File: config.mk
export PLATFORM = sky130hd
export DESIGN_NAME = nmea_utc_date_time_field_parser_flat
export DESIGN_NICKNAME = d
export VERILOG_FILES = /design/src/nutp_pkg.sv /design/src/nutp_in_if.sv /design/src/nutp_out_if.sv /design/src/nutp_front.sv /design/src/nutp_queue.sv /design/src/nutp_back.sv /design/src/nmea_utc_date_time_field_parser.sv /design/src/flat_wrapper.sv
export SDC_FILE = /design/constraint.sdc
export NUM_CORES = 1
export LEC_CHECK = 0
export ABC_AREA = 1
export BUFFER_PORTS_ARGS = -buffer_cell sky130_fd_sc_hd__buf_2
export CAP_MARGIN = 40
export CELL_PAD_IN_SITES_DETAIL_PLACEMENT = 0
export CELL_PAD_IN_SITES_GLOBAL_PLACEMENT = 2
export CORE_AREA = 2 2 141 246
export DETAILED_ROUTE_END_ITERATION = 6
export DIE_AREA = 0 0 143 248
export PLACE_DENSITY_LB_ADDON = 0.1
export SYNTH_ARGS = -nofsm -noshare
export SYNTH_HDL_FRONTEND = slang
export SYNTH_SLANG_ARGS = --single-unit
File: constraint.sdc
create_clock -name clk -period 4.4 [get_ports clk]
set_input_delay 0.22 -clock clk [delete_from_list [all_inputs] [get_ports clk]]
set_output_delay 0.22 -clock clk [all_outputs]
set_load 0.01 [all_outputs]
File: src/nutp_pkg.sv
package nutp_pkg;

  localparam int CHAR_W  = 8;
  localparam int PAIR_W  = 7;
  localparam int CNT_W   = 4;
  localparam int MS_W    = 10;
  localparam int YEAR_W  = 12;
  localparam int STAT_W  = 2;

  localparam int QUEUE_DEPTH_DEF = 2;

  // field kinds
  localparam logic KIND_TIME = 1'b0;
  localparam logic KIND_DATE = 1'b1;

  // status codes, lower nonzero code has priority
  localparam logic [STAT_W-1:0] ST_OK       = 2'd0;
  localparam logic [STAT_W-1:0] ST_LAYOUT   = 2'd1;
  localparam logic [STAT_W-1:0] ST_NONDIGIT = 2'd2;
  localparam logic [STAT_W-1:0] ST_RANGE    = 2'd3;

  localparam logic [PAIR_W-1:0] PIVOT_RESET = 7'd80;
  localparam logic [PAIR_W-1:0] HOUR_LIMIT  = 7'd24;
  localparam logic [PAIR_W-1:0] MINSEC_MAX  = 7'd59;
  localparam logic [MS_W:0]     MS_MAX      = 11'd999;
  localparam logic [YEAR_W-1:0] YEAR_20XX   = 12'd2000;
  localparam logic [YEAR_W-1:0] YEAR_19XX   = 12'd1900;

  localparam logic [CNT_W-1:0] CNT_MAX    = 4'd15;
  localparam logic [CNT_W-1:0] POS_DOT    = 4'd6;
  localparam logic [CNT_W-1:0] POS_FRAC0  = 4'd7;
  localparam logic [CNT_W-1:0] POS_FRAC1  = 4'd8;
  localparam logic [CNT_W-1:0] POS_FRAC2  = 4'd9;
  localparam logic [CNT_W-1:0] POS_ROUND  = 4'd10;
  localparam logic [CNT_W-1:0] LEN_PLAIN  = 4'd6;
  localparam logic [CNT_W-1:0] LEN_FRAC   = 4'd8;

  // one completed field, handed from front to back
  typedef struct packed {
    logic                kind;
    logic [CNT_W-1:0]    len;
    logic [STAT_W-1:0]   err;
    logic [PAIR_W-1:0]   p1;
    logic [PAIR_W-1:0]   p2;
    logic [PAIR_W-1:0]   p3;
    logic [MS_W-1:0]     ms;
    logic                rnd;
  } nutp_summary_t;

  function automatic logic [STAT_W-1:0] rank_err(input logic [STAT_W-1:0] have,
                                                 input logic [STAT_W-1:0] code);
    if (have == ST_OK || code < have) begin
      return code;
    end
    return have;
  endfunction

endpackage

File: src/nutp_in_if.sv
interface nutp_in_if import nutp_pkg::*; ();
  logic              valid;
  logic              ready;
  logic [CHAR_W-1:0] character;
  logic              field_kind;
  logic              last_char;

  modport source (output valid, character, field_kind, last_char, input ready);
  modport sink   (input valid, character, field_kind, last_char, output ready);
endinterface

File: src/nutp_out_if.sv
interface nutp_out_if import nutp_pkg::*; ();
  logic              valid;
  logic              ready;
  logic              kind_echo;
  logic [STAT_W-1:0] status;
  logic [PAIR_W-1:0] hour_or_day;
  logic [PAIR_W-1:0] minute_or_month;
  logic [PAIR_W-1:0] second_value;
  logic [MS_W-1:0]   millisecond_value;
  logic [YEAR_W-1:0] full_year;

  modport source (output valid, kind_echo, status, hour_or_day, minute_or_month,
                  second_value, millisecond_value, full_year, input ready);
  modport sink   (input valid, kind_echo, status, hour_or_day, minute_or_month,
                  second_value, millisecond_value, full_year, output ready);
endinterface

File: src/nutp_front.sv
module nutp_front import nutp_pkg::*; (
  input  logic          clk,
  input  logic          rst_n,
  input  logic          acc,
  input  logic [CHAR_W-1:0] ch,
  input  logic          kind,
  input  logic          last,
  output logic          push,
  output nutp_summary_t push_data
);

  logic [CNT_W-1:0]  cnt_r, cnt_nxt;
  logic [PAIR_W-1:0] p1_r, p1_nxt, p2_r, p2_nxt, p3_r, p3_nxt;
  logic [MS_W-1:0]   ms_r, ms_nxt;
  logic              rnd_r, rnd_nxt;
  logic [STAT_W-1:0] err_r, err_nxt;

  logic              is_digit;
  logic [3:0]        d;
  logic [10:0]       p1_x10, p2_x10, p3_x10;

  assign is_digit = (ch >= 8'h30) && (ch <= 8'h39);
  assign d        = is_digit ? ch[3:0] : 4'd0;
  assign p1_x10   = ({4'd0, p1_r} << 3) + ({4'd0, p1_r} << 1) + {7'd0, d};
  assign p2_x10   = ({4'd0, p2_r} << 3) + ({4'd0, p2_r} << 1) + {7'd0, d};
  assign p3_x10   = ({4'd0, p3_r} << 3) + ({4'd0, p3_r} << 1) + {7'd0, d};

  always_comb begin
    err_nxt = err_r;
    p1_nxt  = p1_r;
    p2_nxt  = p2_r;
    p3_nxt  = p3_r;
    ms_nxt  = ms_r;
    rnd_nxt = rnd_r;

    if (kind == KIND_TIME && cnt_r == POS_DOT) begin
      if (ch != 8'h2E) begin
        err_nxt = rank_err(err_r, ST_LAYOUT);
      end
    end else if (!is_digit) begin
      err_nxt = rank_err(err_r, ST_NONDIGIT);
    end

    if (cnt_r < 4'd2) begin
      p1_nxt = p1_x10[PAIR_W-1:0];
    end else if (cnt_r < 4'd4) begin
      p2_nxt = p2_x10[PAIR_W-1:0];
    end else if (cnt_r < 4'd6) begin
      p3_nxt = p3_x10[PAIR_W-1:0];
    end else if (kind == KIND_TIME) begin
      case (cnt_r)
        POS_FRAC0: ms_nxt  = ms_r + MS_W'(d) * MS_W'(100);
        POS_FRAC1: ms_nxt  = ms_r + MS_W'(d) * MS_W'(10);
        POS_FRAC2: ms_nxt  = ms_r + MS_W'(d);
        POS_ROUND: rnd_nxt = (d >= 4'd5);
        default:   ;
      endcase
    end

    cnt_nxt = (cnt_r < CNT_MAX) ? cnt_r + 4'd1 : cnt_r;
  end

  assign push                = acc && last;
  assign push_data.kind      = kind;
  assign push_data.len       = cnt_nxt;
  assign push_data.err       = err_nxt;
  assign push_data.p1        = p1_nxt;
  assign push_data.p2        = p2_nxt;
  assign push_data.p3        = p3_nxt;
  assign push_data.ms        = ms_nxt;
  assign push_data.rnd       = rnd_nxt;

  always_ff @(posedge clk) begin
    if (!rst_n || (acc && last)) begin
      cnt_r <= '0;
      p1_r  <= '0;
      p2_r  <= '0;
      p3_r  <= '0;
      ms_r  <= '0;
      rnd_r <= 1'b0;
      err_r <= ST_OK;
    end else if (acc) begin
      cnt_r <= cnt_nxt;
      p1_r  <= p1_nxt;
      p2_r  <= p2_nxt;
      p3_r  <= p3_nxt;
      ms_r  <= ms_nxt;
      rnd_r <= rnd_nxt;
      err_r <= err_nxt;
    end
  end

endmodule

File: src/nutp_queue.sv
module nutp_queue import nutp_pkg::*; #(
  parameter int DEPTH = QUEUE_DEPTH_DEF
) (
  input  logic          clk,
  input  logic          rst_n,
  input  logic          push,
  input  nutp_summary_t push_data,
  input  logic          pop,
  output logic          full,
  output logic          not_empty,
  output nutp_summary_t head
);

  localparam int PW = (DEPTH > 1) ? $clog2(DEPTH) : 1;
  localparam int CW = $clog2(DEPTH + 1);

  nutp_summary_t   mem_r [DEPTH];
  logic [PW-1:0]   wr_ptr_r, rd_ptr_r;
  logic [CW-1:0]   cnt_r;

  assign full      = (cnt_r == CW'(DEPTH));
  assign not_empty = (cnt_r != '0);
  assign head      = mem_r[rd_ptr_r];

  always_ff @(posedge clk) begin
    if (push) begin
      mem_r[wr_ptr_r] <= push_data;
    end
  end

  always_ff @(posedge clk) begin
    if (!rst_n) begin
      wr_ptr_r <= '0;
      rd_ptr_r <= '0;
      cnt_r    <= '0;
    end else begin
      if (push) begin
        wr_ptr_r <= (wr_ptr_r == PW'(DEPTH - 1)) ? '0 : wr_ptr_r + PW'(1);
      end
      if (pop) begin
        rd_ptr_r <= (rd_ptr_r == PW'(DEPTH - 1)) ? '0 : rd_ptr_r + PW'(1);
      end
      if (push && !pop) begin
        cnt_r <= cnt_r + CW'(1);
      end else if (pop && !push) begin
        cnt_r <= cnt_r - CW'(1);
      end
    end
  end

endmodule

File: src/nutp_back.sv
module nutp_back import nutp_pkg::*; (
  input  logic              clk,
  input  logic              rst_n,
  input  logic [PAIR_W-1:0] pivot,
  input  logic              q_not_empty,
  input  nutp_summary_t     q_head,
  output logic              q_pop,
  nutp_out_if.source        out_req
);

  logic              out_valid_r;
  logic              kind_r;
  logic [STAT_W-1:0] st_r, st_nxt;
  logic [PAIR_W-1:0] a_r, a_nxt, b_r, b_nxt, c_r, c_nxt;
  logic [MS_W-1:0]   ms_r, ms_nxt;
  logic [YEAR_W-1:0] yr_r, yr_nxt;
  logic [MS_W:0]     total;

  assign q_pop = q_not_empty && (!out_valid_r || out_req.ready);
  assign total = {1'b0, q_head.ms} + {{MS_W{1'b0}}, q_head.rnd};

  always_comb begin
    st_nxt = q_head.err;
    a_nxt  = '0;
    b_nxt  = '0;
    c_nxt  = '0;
    ms_nxt = '0;
    yr_nxt = '0;

    if (q_head.kind == KIND_TIME) begin
      if (q_head.len != LEN_PLAIN && q_head.len < LEN_FRAC) begin
        st_nxt = rank_err(st_nxt, ST_LAYOUT);
      end
    end else if (q_head.len != LEN_PLAIN) begin
      st_nxt = rank_err(st_nxt, ST_LAYOUT);
    end

    if (st_nxt == ST_OK) begin
      if (q_head.kind == KIND_TIME) begin
        if (q_head.p1 >= HOUR_LIMIT || q_head.p2 > MINSEC_MAX ||
            q_head.p3 > MINSEC_MAX || total > MS_MAX) begin
          st_nxt = ST_RANGE;
        end else begin
          a_nxt  = q_head.p1;
          b_nxt  = q_head.p2;
          c_nxt  = q_head.p3;
          ms_nxt = total[MS_W-1:0];
        end
      end else begin
        a_nxt  = q_head.p1;
        b_nxt  = q_head.p2;
        yr_nxt = ((q_head.p3 < pivot) ? YEAR_20XX : YEAR_19XX) +
                 {{(YEAR_W-PAIR_W){1'b0}}, q_head.p3};
      end
    end
  end

  always_ff @(posedge clk) begin
    if (!rst_n) begin
      out_valid_r <= 1'b0;
    end else if (q_pop) begin
      out_valid_r <= 1'b1;
    end else if (out_req.ready) begin
      out_valid_r <= 1'b0;
    end
  end

  always_ff @(posedge clk) begin
    if (q_pop) begin
      kind_r <= q_head.kind;
      st_r   <= st_nxt;
      a_r    <= a_nxt;
      b_r    <= b_nxt;
      c_r    <= c_nxt;
      ms_r   <= ms_nxt;
      yr_r   <= yr_nxt;
    end
  end

  assign out_req.valid             = out_valid_r;
  assign out_req.kind_echo         = kind_r;
  assign out_req.status            = st_r;
  assign out_req.hour_or_day       = a_r;
  assign out_req.minute_or_month   = b_r;
  assign out_req.second_value      = c_r;
  assign out_req.millisecond_value = ms_r;
  assign out_req.full_year         = yr_r;

endmodule

File: src/nmea_utc_date_time_field_parser.sv
// NMEA 0183 UTC time/date field parser. Feed one character per request, tagged
// time (hhmmss[.fff...]) or date (ddmmyy), with last_char on the field's final
// character; one result comes out per field. Characters are taken one per
// cycle, back to back, while the queue is not full. A field's result is written
// into the queue when its last character is taken and moves from there into the
// output register once the output is free; besides the result held at the
// output, QUEUE_DEPTH finished fields can wait in the queue while the output
// is stalled, after which in_req.ready drops. The century pivot register
// pivot_r (reset 80) is written through cfg_we / cfg_wdata and should only
// change while no field is in flight.
module nmea_utc_date_time_field_parser import nutp_pkg::*; #(
  parameter int QUEUE_DEPTH = QUEUE_DEPTH_DEF
) (
  input  logic              clk,
  input  logic              rst_n,
  nutp_in_if.sink           in_req,
  nutp_out_if.source        out_req,
  input  logic              cfg_we,
  input  logic [PAIR_W-1:0] cfg_wdata
);

  logic [PAIR_W-1:0] pivot_r;
  logic              acc;
  logic              push, pop, full, not_empty;
  nutp_summary_t     push_data, head;

  always_ff @(posedge clk) begin
    if (!rst_n) begin
      pivot_r <= PIVOT_RESET;
    end else if (cfg_we) begin
      pivot_r <= cfg_wdata;
    end
  end

  assign in_req.ready = !full;
  assign acc          = in_req.valid && !full;

  nutp_front u_front (
    .clk       (clk),
    .rst_n     (rst_n),
    .acc       (acc),
    .ch        (in_req.character),
    .kind      (in_req.field_kind),
    .last      (in_req.last_char),
    .push      (push),
    .push_data (push_data)
  );

  nutp_queue #(
    .DEPTH (QUEUE_DEPTH)
  ) u_queue (
    .clk       (clk),
    .rst_n     (rst_n),
    .push      (push),
    .push_data (push_data),
    .pop       (pop),
    .full      (full),
    .not_empty (not_empty),
    .head      (head)
  );

  nutp_back u_back (
    .clk         (clk),
    .rst_n       (rst_n),
    .pivot       (pivot_r),
    .q_not_empty (not_empty),
    .q_head      (head),
    .q_pop       (pop),
    .out_req     (out_req)
  );

endmodule

File: src/flat_wrapper.sv
// flat-port wrapper written by rule: the top's interface ports become plain ports
module nmea_utc_date_time_field_parser_flat import nutp_pkg::*;
#(
  parameter int QUEUE_DEPTH = QUEUE_DEPTH_DEF
)
  (clk, rst_n, cfg_we, cfg_wdata, in_req_valid, in_req_character, in_req_field_kind, in_req_last_char, in_req_ready, out_req_valid, out_req_kind_echo, out_req_status, out_req_hour_or_day, out_req_minute_or_month, out_req_second_value, out_req_millisecond_value, out_req_full_year, out_req_ready);
  nutp_in_if in_req_i ();
  nutp_out_if out_req_i ();
  input  logic clk;
  input  logic rst_n;
  input  logic cfg_we;
  input  logic [PAIR_W-1:0] cfg_wdata;
  input wire logic [$bits(in_req_i.valid)-1:0] in_req_valid;
  input wire logic [$bits(in_req_i.character)-1:0] in_req_character;
  input wire logic [$bits(in_req_i.field_kind)-1:0] in_req_field_kind;
  input wire logic [$bits(in_req_i.last_char)-1:0] in_req_last_char;
  output wire logic [$bits(in_req_i.ready)-1:0] in_req_ready;
  output wire logic [$bits(out_req_i.valid)-1:0] out_req_valid;
  output wire logic [$bits(out_req_i.kind_echo)-1:0] out_req_kind_echo;
  output wire logic [$bits(out_req_i.status)-1:0] out_req_status;
  output wire logic [$bits(out_req_i.hour_or_day)-1:0] out_req_hour_or_day;
  output wire logic [$bits(out_req_i.minute_or_month)-1:0] out_req_minute_or_month;
  output wire logic [$bits(out_req_i.second_value)-1:0] out_req_second_value;
  output wire logic [$bits(out_req_i.millisecond_value)-1:0] out_req_millisecond_value;
  output wire logic [$bits(out_req_i.full_year)-1:0] out_req_full_year;
  input wire logic [$bits(out_req_i.ready)-1:0] out_req_ready;
  assign in_req_i.valid = in_req_valid;
  assign in_req_i.character = in_req_character;
  assign in_req_i.field_kind = in_req_field_kind;
  assign in_req_i.last_char = in_req_last_char;
  assign in_req_ready = in_req_i.ready;
  assign out_req_valid = out_req_i.valid;
  assign out_req_kind_echo = out_req_i.kind_echo;
  assign out_req_status = out_req_i.status;
  assign out_req_hour_or_day = out_req_i.hour_or_day;
  assign out_req_minute_or_month = out_req_i.minute_or_month;
  assign out_req_second_value = out_req_i.second_value;
  assign out_req_millisecond_value = out_req_i.millisecond_value;
  assign out_req_full_year = out_req_i.full_year;
  assign out_req_i.ready = out_req_ready;
  nmea_utc_date_time_field_parser #(.QUEUE_DEPTH(QUEUE_DEPTH)) u_core (.clk(clk), .rst_n(rst_n), .in_req(in_req_i), .out_req(out_req_i), .cfg_we(cfg_we), .cfg_wdata(cfg_wdata));
endmodule
; ---- Word-level counts from Yosys, hierarchy flattened
; Memory sizes are Yosys's and may differ from the RTL's. A register that Yosys moved wholly into a read port is not among the register bits.
; Index checks and enable logic that the tools add are counted.
[word_totals]
reg_bits = 96
mem_count = 1
out_inout_bits = 48
ramBits = 78
[classes]
reduce_logical = 29
bitwise = 2
muxes = 60
add_sub_neg = 16
magnitude_cmp = 16
eq_ne = 8
multipliers = 2
[memory_table]
columns = name, words, width, rd, rd_ports_with_merged_regs, write_ports, line
row1 = u_core.u_queue.mem_r, 2, 39, 1, 1, 1, nutp_queue.sv:17  ; nutp_summary_t mem_r [DEPTH];
[ops]
columns = cell, n
row1 = $mux W7, 10
row2 = $mux W10, 4
row3 = $mux W2, 18
row4 = $pmux W10 S3, 1
row5 = $mux W1, 24
row6 = $add A7 B4 Y7, 3
row7 = $add A7 B7 Y7, 3
row8 = $gt A7 B6 Y1 const B, 2
row9 = $add A11 B7 Y12, 1
row10 = $eq A4 B4 Y1 const B, 3
row11 = $add A10 B1 Y11, 1
row12 = $gt A11 B10 Y1 const B, 1
row13 = $add A10 B10 Y10, 1
row14 = $add A10 B4 Y10, 1
row15 = $add A10 B8 Y10, 1
row16 = $eq A4 B3 Y1 const B, 2
row17 = $ge A8 B6 Y1 const B, 1
row18 = $le A8 B6 Y1 const B, 1
row19 = $logic_and A1 B1 Y1, 8
row20 = $logic_or A1 B1 Y1, 8
row21 = $lt A4 B3 Y1 const B, 2
row22 = $lt A4 B4 Y1 const B, 2
row23 = $mul A4 B5 Y8 const B, 1
row24 = $mux W4, 2
row25 = other kinds (21), 32

; ---- Logic depth before layout (Yosys ltp)
[logic_depth]
word_depth = 11
depth_mapped = 21
depth_no_buf = 20

; ---- Modules after synthesis
; Synthesis repeated with hierarchy kept, for this count alone.
[hier_totals]
hier_cells = 1082
area_unflattened_um2 = 9979.6
[modules_own_cells]
columns = mod, cells_each, seq_area_each_um2, area_per_inst_um2, n_inst
row1 = nutp_front, 635, 760.7, 4182.8, 1
row2 = nutp_queue, 156, 2442.3, 3088.0, 1
row3 = nutp_back, 248, 1401.3, 2423.6, 1
row4 = nmea_utc_date_time_field_parser, 43, 140.1, 285.3, 1

; ---- Least setup slack after synthesis
; OpenSTA, ideal clock, no wires.
[synth_path]
path_type = flip-flop to flip-flop
startpoint = register u_core.u_back.out_valid_r (netlist: u_core.u_back.out_req.valid)
endpoint = register u_core.u_queue.cnt_r[1]
period_less_slack_ps = 3890
required_ps = 4278
path_slack_ps = 510
path_stages_with_launch = 10
arrival_ps = 3768
path_cell_list = dfxtp_1 -> inv_1 -> nor2_1 -> a21oi_1 -> inv_1 -> ha_1 -> a21oi_1 -> o21ai_0 -> o21ai_0 -> a21oi_1
[synth_between]
elab_chain_cells = 6
elab_cells_between_ends = 8
classes_between = mux (1) / reduce/logical (7)
[synth_lines]
columns = item, line
row1 = start: declaration, nutp_back.sv:11  ; logic out_valid_r;
row2 = start signal: assignment, nutp_back.sv:60  ; out_valid_r <= 1'b0;
row3 = start signal: assignment, nutp_back.sv:62  ; out_valid_r <= 1'b1;
row4 = start signal: assignment, nutp_back.sv:64  ; out_valid_r <= 1'b0;
row5 = $logic_not A1 Y1 *, nutp_back.sv:19  ; assign q_pop = q_not_empty && (!out_valid_r || out_req.ready);
row6 = $logic_or A1 B1 Y1 *, nutp_back.sv:19
row7 = $logic_and A1 B1 Y1 *, nutp_back.sv:19
row8 = named net u_core.pop, nmea_utc_date_time_field_parser.sv:24  ; logic push, pop, full, not_empty;
row9 = $logic_not A1 Y1, nutp_queue.sv:43  ; if (push && !pop) begin
row10 = $logic_and A1 B1 Y1, nutp_queue.sv:43
row11 = $mux W2 or $reduce_bool A2 Y1 (tied branches), -
row12 = end signal: assignment, nutp_queue.sv:44  ; cnt_r <= cnt_r + CW'(1);
row13 = end signal: assignment, nutp_queue.sv:46  ; cnt_r <= cnt_r - CW'(1);
row14 = end: declaration, nutp_queue.sv:19  ; logic [CW-1:0] cnt_r;
; The timed path passes the listed nets; every way through them passes the cells marked *.
; A chain may end at the register's enable or synchronous reset.

==> impl_metrics.xml <==
<?xml version="1.0" encoding="UTF-8"?>
<metrics>
  <group name="status">
    <metric name="run_status" unit="">completed</metric>
  </group>
  <group name="clock_tree">
    <metric name="cts.path.max_buffers" unit="">2</metric>
    <metric name="clockRootBuffer" unit="">sky130_fd_sc_hd__clkbuf_16</metric>
    <metric name="numCtsBuffers" unit="">17</metric>
    <metric name="clkSinkCount" unit="">175</metric>
    <metric name="clk_transition_reported_paths" unit="ns">0.07</metric>
    <metric name="clock_latency" unit="ns">0.44</metric>
    <metric name="cts_tree" unit="">built</metric>
    <metric name="cts_max_level" unit="">4</metric>
  </group>
  <group name="setup_path">
    <metric name="cp_required" unit="ns">4.58</metric>
    <metric name="end_kind" unit="">flip-flop</metric>
    <metric name="slowest_delay" unit="ns">0.43</metric>
    <metric name="critical_path.max_fanout" unit="">20</metric>
    <metric name="worst-endpoint-arrival" unit="ns">3.66</metric>
    <metric name="cpMaxStageDelayCell" unit="">sky130_fd_sc_hd__dfxtp_2</metric>
    <metric name="worstSetupPathType" unit="">flip-flop to flip-flop</metric>
    <metric name="crit_chain" unit="">inv_4 &gt; or2_2 &gt; o21ai_0 &gt; inv_1 &gt; ha_1 &gt; nand3_1 &gt; nand2_1 &gt; nand4_1 &gt; nand2_1 &gt; inv_1 &gt; ha_1 &gt; a21oi_1 &gt; inv_1 &gt; a31oi_1 &gt; nor2_1 &gt; nor3_1 &gt; nand2_1 &gt; nor3b_2</metric>
    <metric name="critical_path.startpoint_type" unit="">flip-flop</metric>
  </group>
  <group name="routing">
    <metric name="ant_nets" unit="">0</metric>
    <metric name="drc_errors" unit="">0</metric>
    <metric name="vias" unit="">7381</metric>
    <metric name="ratio_of_routed_vias_to_standard_cells" unit="">4.47</metric>
    <metric name="detail_route.wl_per_cell" unit="um">16.3</metric>
    <metric name="drt_first_pass_iters" unit="">4</metric>
    <metric name="drtIter0Drc" unit="">302</metric>
    <metric name="wl" unit="um">26900</metric>
  </group>
  <group name="floorplanning">
    <metric name="placeable_core_area" unit="sq um">33500</metric>
    <metric name="design.die.area" unit="sq um">35500</metric>
    <metric name="row_count" unit="">89</metric>
    <metric name="floorplan.die.width" unit="um">143</metric>
    <metric name="die_h" unit="um">248</metric>
    <metric name="ioPinCount" unit="">70</metric>
    <metric name="starting_density_of_the_core" unit="">0.296</metric>
  </group>
  <group name="placement">
    <metric name="portBuffers" unit="">69</metric>
    <metric name="placement.cell_area" unit="sq um">10800</metric>
    <metric name="numPlacedInstances" unit="">1619</metric>
    <metric name="dp_hpwl" unit="um">20700</metric>
    <metric name="gpl.final_weighted_congestion" unit="">0.777</metric>
  </group>
  <group name="synth">
    <metric name="synth_enable_flop_cells" unit="">124</metric>
    <metric name="mappedNetlistNets" unit="">1214</metric>
    <metric name="synth-main-ff-cell" unit="">sky130_fd_sc_hd__edfxtp_1</metric>
    <metric name="syn-mean-instance-area" unit="sq um">8.96</metric>
    <metric name="combinational_family_with_the_most_area_after_synthesis" unit="">simple AND/OR/NAND/NOR gates</metric>
    <metric name="mappedNetlistArea" unit="sq um">9910</metric>
    <metric name="async_flop_share" unit="">0</metric>
    <metric name="ys_warn_count" unit="">0</metric>
    <metric name="synth_adder_area_share" unit="">0.116</metric>
    <metric name="synth.yosys.seq_area_share" unit="">0.479</metric>
    <metric name="synth_xor_area_frac" unit="">0.0168</metric>
    <metric name="complex_gate_fraction_of_the_synthesized_area" unit="">0.103</metric>
    <metric name="synth.mux.area_fraction" unit="">0.00808</metric>
    <metric name="synth.distinct_cells" unit="">51</metric>
    <metric name="synth-seq-cells" unit="">175</metric>
    <metric name="synth_simple_gate_area_share" unit="">0.202</metric>
    <metric name="synth_cells" unit="">1107</metric>
  </group>
  <group name="power">
    <metric name="worst_ir_drop_vdd" unit="mV">0.233</metric>
    <metric name="power_density" unit="nW/um^2">506</metric>
    <metric name="net-switching-power" unit="mW">2.17</metric>
    <metric name="sequentialPowerShare" unit="">0.411</metric>
    <metric name="total_power" unit="mW">5.76</metric>
    <metric name="intPower" unit="mW">3.59</metric>
    <metric name="share_clk_of_total_power" unit="">0.237</metric>
    <metric name="p_leak" unit="nW">5.16</metric>
    <metric name="swShare" unit="">0.377</metric>
    <metric name="power.combinational.fraction" unit="">0.351</metric>
  </group>
  <group name="layout">
    <metric name="filler_cell_count" unit="">3571</metric>
    <metric name="antenna-diode-count" unit="">0</metric>
    <metric name="share_of_post_route_cells_with_drive_strength_above_1" unit="">0.144</metric>
    <metric name="final-instance-count-excl-fill" unit="">1653</metric>
    <metric name="finalInstanceArea" unit="sq um">11400</metric>
    <metric name="num-nets-final" unit="">1292</metric>
    <metric name="areaGrowthSynthToFinish" unit="%">14.8</metric>
  </group>
  <group name="grt">
    <metric name="pin_count_of_the_biggest_net_entering_global_routing" unit="">52</metric>
    <metric name="grt_usage" unit="">0.160</metric>
    <metric name="grt_pass1_vias" unit="">7411</metric>
    <metric name="gr-total-overflow" unit="">0</metric>
    <metric name="antenna_found_initial" unit="">0</metric>
    <metric name="first_pass_grt_wire_length" unit="um">42300</metric>
  </group>
  <group name="sta">
    <metric name="max_slew_vio_count" unit="">0</metric>
    <metric name="achievable-frequency" unit="MHz">287</metric>
    <metric name="report.final.hold_viol_count" unit="">0</metric>
    <metric name="setup_total_negative_slack" unit="ns">0</metric>
    <metric name="timing.hold.ws" unit="ns">0.0311</metric>
    <metric name="worst_margin_slew" unit="ns">0.701</metric>
    <metric name="worst_clock_skew" unit="ns">0.0101</metric>
    <metric name="rsz0062_at_grt" unit="">no</metric>
    <metric name="post-route-period-util" unit="">0.793</metric>
    <metric name="finalCriticalPeriod" unit="ns">3.49</metric>
    <metric name="setup_viol_count_final" unit="">0</metric>
    <metric name="slew_hr" unit="">0.531</metric>
  </group>
  <group name="run">
    <metric name="max_cap_violations" unit="">0</metric>
  </group>
  <group name="worst_hold_path">
    <metric name="hp-class" unit="">input port to flip-flop</metric>
  </group>
</metrics>
## final timing paths
| kind | start | to | slack, ns | depth (start not counted) |
|---|---|---|---|---|
| worst max-delay path | flip-flop | u_core.u_back.out_req.full_year[7] | 0.91 | 18 |
| worst min-delay path | cfg_wdata[0] | u_core.pivot_r[0] | 0.03 | 3 |
| worst max register to register | flip-flop | u_core.u_back.out_req.full_year[7] | 0.91 | 18 |
| worst min register to register | u_core.u_queue.rd_ptr_r | flip-flop | 0.45 | 1 |
## cell families after synthesis
family | count (synthesis)
AOI/OAI and AO/OA | 181
xor gates and xnor gates | 19
adders and majority gates | 85
buffers and inverters | 180
DFF | 175
muxes | 8
other | 1
and+or+nand+nor | 458
## power by group through the flow
stage          Sequential [mW]  Clock, mW  Combinational (mW)
2_1_floorplan             2.48          0                1.33
3_3_place_gp              2.41          0                2.07
3_5_place_dp              2.41          0                2.07
4_1_cts                   2.38       1.42                2.09
5_1_grt                   2.41       1.47                2.35
6_report                  2.37       1.37                2.02
## critical path: cells and delay by family, from the launching register on
family / cells / cell delay, ns
buf+inv: 4 / 0.39
fa+ha+maj: 2 / 0.62
simple gates: 9 / 1.21
flops: 1 / 0.43
compound gates: 3 / 0.58
## cells in the final DEF, fill, tap and decap left out, types with 16 or more instances in the layout
master / netlist / layout
sky130_fd_sc_hd__clkbuf_16: 0 / 17
sky130_fd_sc_hd__nand3_1: 63 / 63
sky130_fd_sc_hd__nand2_1: 234 / 234
sky130_fd_sc_hd__inv_1: 146 / 146
sky130_fd_sc_hd__a21oi_1: 62 / 61
sky130_fd_sc_hd__dfxtp_1: 51 / 50
sky130_fd_sc_hd__nand4_1: 16 / 16
sky130_fd_sc_hd__nor2_1: 95 / 93
sky130_fd_sc_hd__edfxtp_1: 124 / 124
sky130_fd_sc_hd__buf_2: 5 / 69
sky130_fd_sc_hd__o21ai_0: 80 / 80
sky130_fd_sc_hd__ha_1: 73 / 73
## layer usage
metal  track usage  vias up  wire length [um]
met4        0.0513        0               507
met1         0.179     3414             11100
met2         0.306       99             14800
met5             0        -                 0
met3        0.0222       25               537
li1              -     3843                 -
## state kept, by name, summed over array words and instances, names as in the netlist, named ones only
signal,flops
u_core.u_queue.mem_r,78
u_core.u_back.out_req.full_year,12
u_core.u_back.out_req.millisecond_value,10
u_core.u_front.ms_r,10
u_core.pivot_r,7
u_core.u_back.out_req.hour_or_day,7
u_core.u_back.out_req.minute_or_month,7
u_core.u_back.out_req.second_value,7
u_core.u_front.p1_r,7
u_core.u_front.p2_r,7
u_core.u_front.p3_r,7
u_core.u_front.cnt_r,4
u_core.u_back.out_req.status,2
u_core.u_front.err_r,2
u_core.u_queue.cnt_r,2
u_core.u_back.out_req.kind_echo,1
u_core.u_back.out_req.valid,1
u_core.u_front.rnd_r,1
u_core.u_queue.rd_ptr_r,1
u_core.u_queue.wr_ptr_r,1
## metrics by stage
step	setup slack (ns)	util
after global routing	0.508	0.340
after floorplan	0.510	-
final	0.911	0.340
after CTS	0.873	0.340
after global placement	0.646	0.322
after detailed placement	0.652	0.323
## cell usage after synthesis (2+ instances only)
library cell / n / area (sq um)
sky130_fd_sc_hd__nand2_1: 234 / 878
sky130_fd_sc_hd__inv_1: 146 / 548
sky130_fd_sc_hd__edfxtp_1: 124 / 3720
sky130_fd_sc_hd__nor2_1: 95 / 357
sky130_fd_sc_hd__o21ai_0: 80 / 400
sky130_fd_sc_hd__ha_1: 73 / 913
sky130_fd_sc_hd__nand3_1: 63 / 315
sky130_fd_sc_hd__a21oi_1: 62 / 310
sky130_fd_sc_hd__dfxtp_1: 51 / 1020
sky130_fd_sc_hd__nand4_1: 16 / 100
sky130_fd_sc_hd__clkbuf_1: 13 / 48.8
sky130_fd_sc_hd__a211oi_1: 12 / 90.1
sky130_fd_sc_hd__fa_1: 12 / 240
sky130_fd_sc_hd__nor2_2: 12 / 75.1
sky130_fd_sc_hd__a21oi_2: 11 / 96.3
sky130_fd_sc_hd__xor2_1: 10 / 87.6
sky130_fd_sc_hd__nand2_2: 9 / 56.3
sky130_fd_sc_hd__xnor2_1: 9 / 78.8
sky130_fd_sc_hd__mux2i_1: 8 / 80.1
sky130_fd_sc_hd__buf_6: 7 / 78.8
sky130_fd_sc_hd__nor3_1: 6 / 30.0
sky130_fd_sc_hd__or2_2: 6 / 37.5
sky130_fd_sc_hd__buf_2: 5 / 25.0
sky130_fd_sc_hd__o21ai_1: 5 / 25.0
sky130_fd_sc_hd__inv_2: 4 / 15.0
sky130_fd_sc_hd__or2_1: 3 / 18.8
sky130_fd_sc_hd__buf_4: 2 / 15.0
sky130_fd_sc_hd__nand3_2: 2 / 20.0
sky130_fd_sc_hd__nand3b_1: 2 / 15.0
sky130_fd_sc_hd__nor2_4: 2 / 22.5
sky130_fd_sc_hd__nor3b_1: 2 / 15.0
sky130_fd_sc_hd__o21ai_2: 2 / 17.5
## area by class of cell
cell class	count	area, sq um	share of cell area
clock buffers	18	429	0.0377
clock inverters	14	92.6	0.00814
inverters	152	573	0.0504
multi-input cells	752	4450	0.391
flip-flops and latches	175	4750	0.417
well taps	455	569	0.0500
repair buffers	87	518	0.0455
## repair_timing
| action | in CTS | in global routing |
|---|---|---|
| hold endpoints to repair | 2 | 0 |
| hold buffers | 2 | 0 |
| resized for setup | 0 | 0 |
| setup buffers | 0 | 0 |
(Power assumes the default switching activity.)
